$ cat config.mk
export PLATFORM = sky130hd
export DESIGN_NAME = cfm_mac
export DESIGN_NICKNAME = d
export VERILOG_FILES = /design/src/design/cfm_pkg.sv /design/src/design/cfm_mac.sv
export SDC_FILE = /design/constraint.sdc
export NUM_CORES = 2
export LEC_CHECK = 0
export BUFFER_PORTS_ARGS = -buffer_cell sky130_fd_sc_hd__buf_2
export CORE_MARGIN = 2
export CORE_UTILIZATION = 31
export DETAILED_ROUTE_END_ITERATION = 16
export GPL_TIMING_DRIVEN = 1
export PLACE_DENSITY = 0.43
export SYNTH_ARGS = -nofsm -noshare
export SYNTH_HDL_FRONTEND = slang
export SYNTH_SLANG_ARGS = --single-unit
$ cat constraint.sdc
create_clock -name clk -period 8 [get_ports clk]
set_clock_uncertainty 0.05 [all_clocks]
set_input_delay 0 -clock clk [delete_from_list [all_inputs] [get_ports clk]]
set_output_delay 0 -clock clk [all_outputs]
set_load 0.02 [all_outputs]
$ cat src/design/cfm_pkg.sv
// cfm_pkg: shared types and constants of the coulomb fit matrix engine
// no dependencies; imported by cfm_mac, coulomb_fit_matrix_engine and the testbench

package cfm_pkg;

	// operation codes of an input item
	typedef enum logic [1:0] {
		OP_LOAD_DENS  = 2'd0,
		OP_LOAD_INT   = 2'd1,
		OP_COEF       = 2'd2,
		OP_COULOMB    = 2'd3
	} op_t;

	// configuration register indexes
	localparam logic [1:0] CFG_NUM_SETS     = 2'd0;
	localparam logic [1:0] CFG_NUM_AUX      = 2'd1;
	localparam logic [1:0] CFG_NUM_PAIRS    = 2'd2;
	localparam logic [1:0] CFG_VJ_OVERWRITE = 2'd3;

	// result kinds
	localparam logic KIND_COEF    = 1'b0;
	localparam logic KIND_COULOMB = 1'b1;

	// widths fixed by the register and field definitions
	localparam int CFG_IW = 2;
	localparam int CFG_DW = 9;
	localparam int CNT_W  = 9;
	localparam int CMP_W  = 9;
	localparam int DATA_W = 32;
	localparam int ACC_W  = 64;

	// half an lsb of q16.16 for rounding a q32.32 product
	localparam logic signed [ACC_W-1:0] ROUND_HALF = 64'sd32768;

	// control into the multiply-accumulate unit
	typedef struct packed {
		logic clear;
		logic in_valid;
		logic add_prior;
	} mac_ctrl_t;

	// status out of the multiply-accumulate unit
	typedef struct packed {
		logic busy;
	} mac_stat_t;

endpackage

$ cat src/design/cfm_mac.sv
// cfm_mac: shared multiply, round and accumulate unit with final saturation
// depends on cfm_pkg

module cfm_mac import cfm_pkg::*; (
	input  logic                     clk,
	input  logic                     arst_n,
	input  mac_ctrl_t                ctrl,
	input  logic signed [DATA_W-1:0] a,
	input  logic signed [DATA_W-1:0] b,
	input  logic signed [DATA_W-1:0] prior,
	output mac_stat_t                stat,
	output logic signed [DATA_W-1:0] sum_value,
	output logic                     sum_sat
);

	logic                    v_s2;
	logic                    v_s3;
	logic signed [ACC_W-1:0] prod_s2;
	logic signed [ACC_W-1:0] rnd_s3;
	logic signed [ACC_W-1:0] acc_q;
	logic signed [ACC_W-1:0] total;

	localparam logic signed [ACC_W-1:0] SAT_MAX = 64'sh0000_0000_7FFF_FFFF;
	localparam logic signed [ACC_W-1:0] SAT_MIN = -64'sh0000_0000_8000_0000;

	always_ff @(posedge clk or negedge arst_n) begin
		if (!arst_n) begin
			v_s2 <= 1'b0;
			v_s3 <= 1'b0;
		end else begin
			v_s2 <= ctrl.in_valid;
			v_s3 <= v_s2;
		end
	end

	// product, then round to q16.16 (ties upward), then accumulate
	always_ff @(posedge clk) begin
		prod_s2 <= ACC_W'(a) * ACC_W'(b);
		rnd_s3  <= (prod_s2 + ROUND_HALF) >>> 16;
		if (ctrl.clear) begin
			acc_q <= '0;
		end else if (v_s3) begin
			acc_q <= acc_q + rnd_s3;
		end
	end

	assign total = ctrl.add_prior ? (acc_q + ACC_W'(prior)) : acc_q;

	always_comb begin
		sum_sat   = 1'b1;
		sum_value = DATA_W'(total);
		priority if (total > SAT_MAX) begin
			sum_value = DATA_W'(SAT_MAX);
		end else if (total < SAT_MIN) begin
			sum_value = DATA_W'(SAT_MIN);
		end else begin
			sum_sat = 1'b0;
		end
	end

	assign stat.busy = v_s2 | v_s3;

endmodule

After elaboration in Yosys (flattened, before gate mapping)
Cells that the tools add are included.
- bits in registers: 178
- bits of input ports: 101
- output and inout bits: 34
- logic and storage cells: 17
- add/sub/neg operators: 3
- multiply operators: 1
- $lt $le $gt $ge: 2
- multiplexer cells: 5
- bitwise logic cells: 1
- operator list (operator ; number):
    $add 64x17->64 const B ; 1
    $add 64x32->64 ; 1
    $add 64x48->64 ; 1
    $gt 64x32->1 const B ; 1
    $lt 64x32->1 const B ; 1
    $mul 32x32->64 ; 1
    $mux 32 ; 2
    $mux 64 ; 1
    $mux 1 ; 2
    $or 1x1->1 ; 1

Longest topological paths before layout
- depth after elaboration: 5
- depth in mapped cells: 30
- depth with buffers taken out: 29

Worst setup path after synthesis
No wires, ideal clock.
- kind: input-to-reg
- start point: input port a[31]
- end point: register prod_s2[62]
- library setup time: 0.119 ns
- arrival: 7.247 ns
- data required time: 7.831 ns
- slack: 0.584 ns
- cell stages on the path: 26
- path buffers: 1
- path through: clkbuf_1 nand2_1 inv_1 fa_1 inv_1 fa_1 fa_1 inv_1 fa_1 inv_1 fa_1 inv_1 fa_1 inv_1 fa_1 inv_1 fa_1 ha_1 nand2_1 nor3_1 a221o_1 a31oi_1 o41ai_1 a31oi_1 nor2b_1 xnor2_1
- longest elaborated chain between the ends: 1
- RTL lines (item ; line ; RTL):
    from (decl) ; cfm_mac.sv:8 ; input logic signed [DATA_W-1:0] a,
    $mul 32x32->64 ; cfm_mac.sv:38 ; prod_s2 <= ACC_W'(a) * ACC_W'(b);
    to (signal assigned) ; cfm_mac.sv:38 ;
    to (decl) ; cfm_mac.sv:18 ; logic signed [ACC_W-1:0] prod_s2;
Every way passes these cells.
A chain may end at the register's enable or synchronous reset.

Worst setup path in the final report
- start point: input port a[5]
- end point: register prod_s2[47]
Same word-level chain as after synthesis.

==> reports/results.ini <==
[detailed_routing]
vias=36400
wl_per_cell_um=20.0
drc_errors=0
ant_nets=0
viasPerCell=4.76
drtIter0Drc=1844
wirelength_mm=153
drtPass1Iterations=7

[setup_path]
setup.worst_path.end_class=flip-flop
crit_type=in2reg
startpoint_type=input pin
cpPeakStageDelay_ps=560
cp_common_cell=fa_1
critical_path_required_ps=8320
worstPathMaxFanout=10
critPathBufInv=8
cp_top_family=adder cells
cp_slowest_cell=a221oi_1
worst_ep_arrival_time_ps=7930

[yosys]
synth_top_flop_cell=dfxtp_1
yosys.area_share.adder_pct=52.4
synth_edf_count=0
synthXorXnorAreaFrac_pct=3.54
syn_avg_cell_area_um2=8.99
synthSimpleGateAreaFrac_pct=17.0
async_flop_share_pct=1.23
netlist_instances=5417
synth_top_family_by_area=adder cells
synth_cell_type_count=85
synthMuxAreaShare_pct=1.59
synth_compound_area_share_pct=8.87
ys_ff_latch=163
yosys_warnings=0
synth_nets=6908
synth_area_mm2=0.0487
synth_seq_area_share_pct=6.72

[cts]
worstSkewPairLatency_ps=510
clock_path_buffers=3
postCtsSetupRepairBufs=0
clkTransAtPathRegs_ps=60
cts.sinks=163
cts_tree=built
cts_root_buf=clkbuf_16
cts_buffers=25
cts-htree-levels=4

[place]
port_buffers=134
place.gp.congestion=0.876
place.detailed.hpwl_mm=133

[grt]
antenna_found_initial=14
grt_pass1_wl_mm=240
grt_pass1_vias=39700
grt_use_total_pct=19.3
busiest_layer=met2
grt_max_degree=66
gr-total-overflow=0
use_met2_pct=30.9
grt_util_met3_pct=2.65
met1_usage_pct=28.3

[sta]
slew_violations=0
maxSlewHeadroom_pct=26.6
whs_ps=56.0
post-route-min-period_ps=7610
worst_pin_slew_ps=1090
clock.fmax_ghz=0.131
finalSetupViolations=0
finalSetupTns_ps=0
hold_viol=0
timing.final.crit_share_pct=95.1
grt_setup_unrepaired=no

[layout]
fillers=16200
final_nets=7064
multiInputGateArea_mm2=0.0406
drive_gt1_share_pct=8.00
finalCoreUtilization_pct=34.4
syn_to_final_growth_pct=10.5
seqCellArea_mm2=0.00328

[die]
initial_core_util_pct=31.2
die_w_um=400
coreArea_mm2=0.156
die-area_mm2=0.160
dieHeight_um=400
top_level_ports=135
rows=145

[run_status]
status=finished clean

[worst_hold_path]
hp-class=in2reg

[flow_run]
maxCapViolCount=0

[repair_timing]
action	in CTS	in global routing
hold endpoints to repair	3	0
endpoints found under the setup margin	0	1
hold buffers	3	0
resized for setup	0	1
[worst min-delay path, delay by kind of cell]
family	cells	cell delay [ps]
buf+inv	2	390
simple gates	1	170
[sequential cells by signal, indices dropped and copies added (netlist names)]
name     cells
acc_q       64
prod_s2     49
rnd_s3      48
v_s2         1
v_s3         1
[area by class of cell]
class	instances	area share, %
Multi-Input combinational cell	3985	75.5
Inverter	1013	7.07
Sequential cell	163	6.09
Timing Repair Buffer	385	5.19
Tap cell	2058	4.79
Clock buffer	29	1.25
Clock inverter	3	0.0814
Antenna cell	3	0.0140
[cells by family after synthesis]
group	count (synthesis)
flops	163
simple gates	1662
xor+xnor	197
fa+ha+maj	1390
buf+inv	1269
mux	77
compound gates	659
[cell usage in the layout (no fill, tap or decap), drive strengths merged, types with 14 or more instances in the layout]
master / synthesis / routed
buf: 14 / 381
xnor2: 119 / 119
fa: 1083 / 1083
inv: 1012 / 1013
nor2b: 35 / 35
clkbuf: 242 / 30
nand2: 632 / 632
a211oi: 25 / 25
xor2: 78 / 78
o21a: 22 / 22
nor2: 198 / 198
o21bai: 18 / 18
and3: 26 / 26
ha: 307 / 307
nand2b: 31 / 31
or3: 16 / 16
a21oi: 179 / 179
a21o: 108 / 108
nand4: 48 / 48
o211ai: 17 / 17
nor4: 14 / 14
nand3: 63 / 63
nor3: 30 / 30
o21ai: 149 / 149
a31oi: 26 / 26
and2: 536 / 536
mux2i: 75 / 75
dfxtp: 161 / 161
[Yosys cell counts (30+ instances only)]
| cell | number | area share, % |
|---|---|---|
| nand2b_1 | 31 | 0.40 |
| clkbuf_1 | 241 | 1.9 |
| o21ai_1 | 32 | 0.33 |
| nand3_1 | 63 | 0.65 |
| a21oi_1 | 179 | 1.8 |
| nor2_1 | 198 | 1.5 |
| and2_1 | 535 | 6.9 |
| fa_1 | 1083 | 45 |
| mux2i_1 | 75 | 1.5 |
| xnor2_1 | 119 | 2.1 |
| nor2b_1 | 35 | 0.45 |
| nand2_1 | 632 | 4.9 |
| inv_1 | 1012 | 7.8 |
| o21ai_0 | 113 | 1.2 |
| ha_1 | 307 | 7.9 |
| nor3_1 | 30 | 0.31 |
| dfxtp_1 | 161 | 6.6 |
| a21o_1 | 108 | 1.7 |
| xor2_1 | 78 | 1.4 |
| nand4_1 | 47 | 0.60 |
[stage by stage]
step	setup WS [ps]	area (µm²)	instances
2_1_floorplan	584	48700	5417
3_3_place_gp	-148	53100	7601
3_5_place_dp	-235	53100	7601
4_1_cts	303	53800	7636
5_1_grt	17.3	53800	7637
6_report	389	53800	7639
[worst paths after layout]
kind                                  startpoint                      to  slack (ps)  cells past startpoint
max in group asynchronous                 arst_n          v_s3$_DFF_PN0_        7460                      3
min in group asynchronous                 arst_n          v_s3$_DFF_PN0_         310                      3
max reg2reg                acc_q[1]$_SDFFE_PP0P_  acc_q[63]$_SDFFE_PP0P_        2920                     14
min reg2reg                       v_s2$_DFF_PN0_          v_s3$_DFF_PN0_         320                      0
max                                         a[5]     prod_s2[47]$_DFF_P_         390                     31
min                                      ctrl[2]  acc_q[59]$_SDFFE_PP0P_          60                      3
[metal layers]
layer	part of all wire, %	vias to the layer above
met5	0.018	-
met4	1.3	4
met3	4.9	91
met2	45	737
met1	49	18500
li1	-	17000
Power is left out: the tool's default activity adds up to more than one toggle a clock period on the data nets, which glitch-free logic cannot reach.
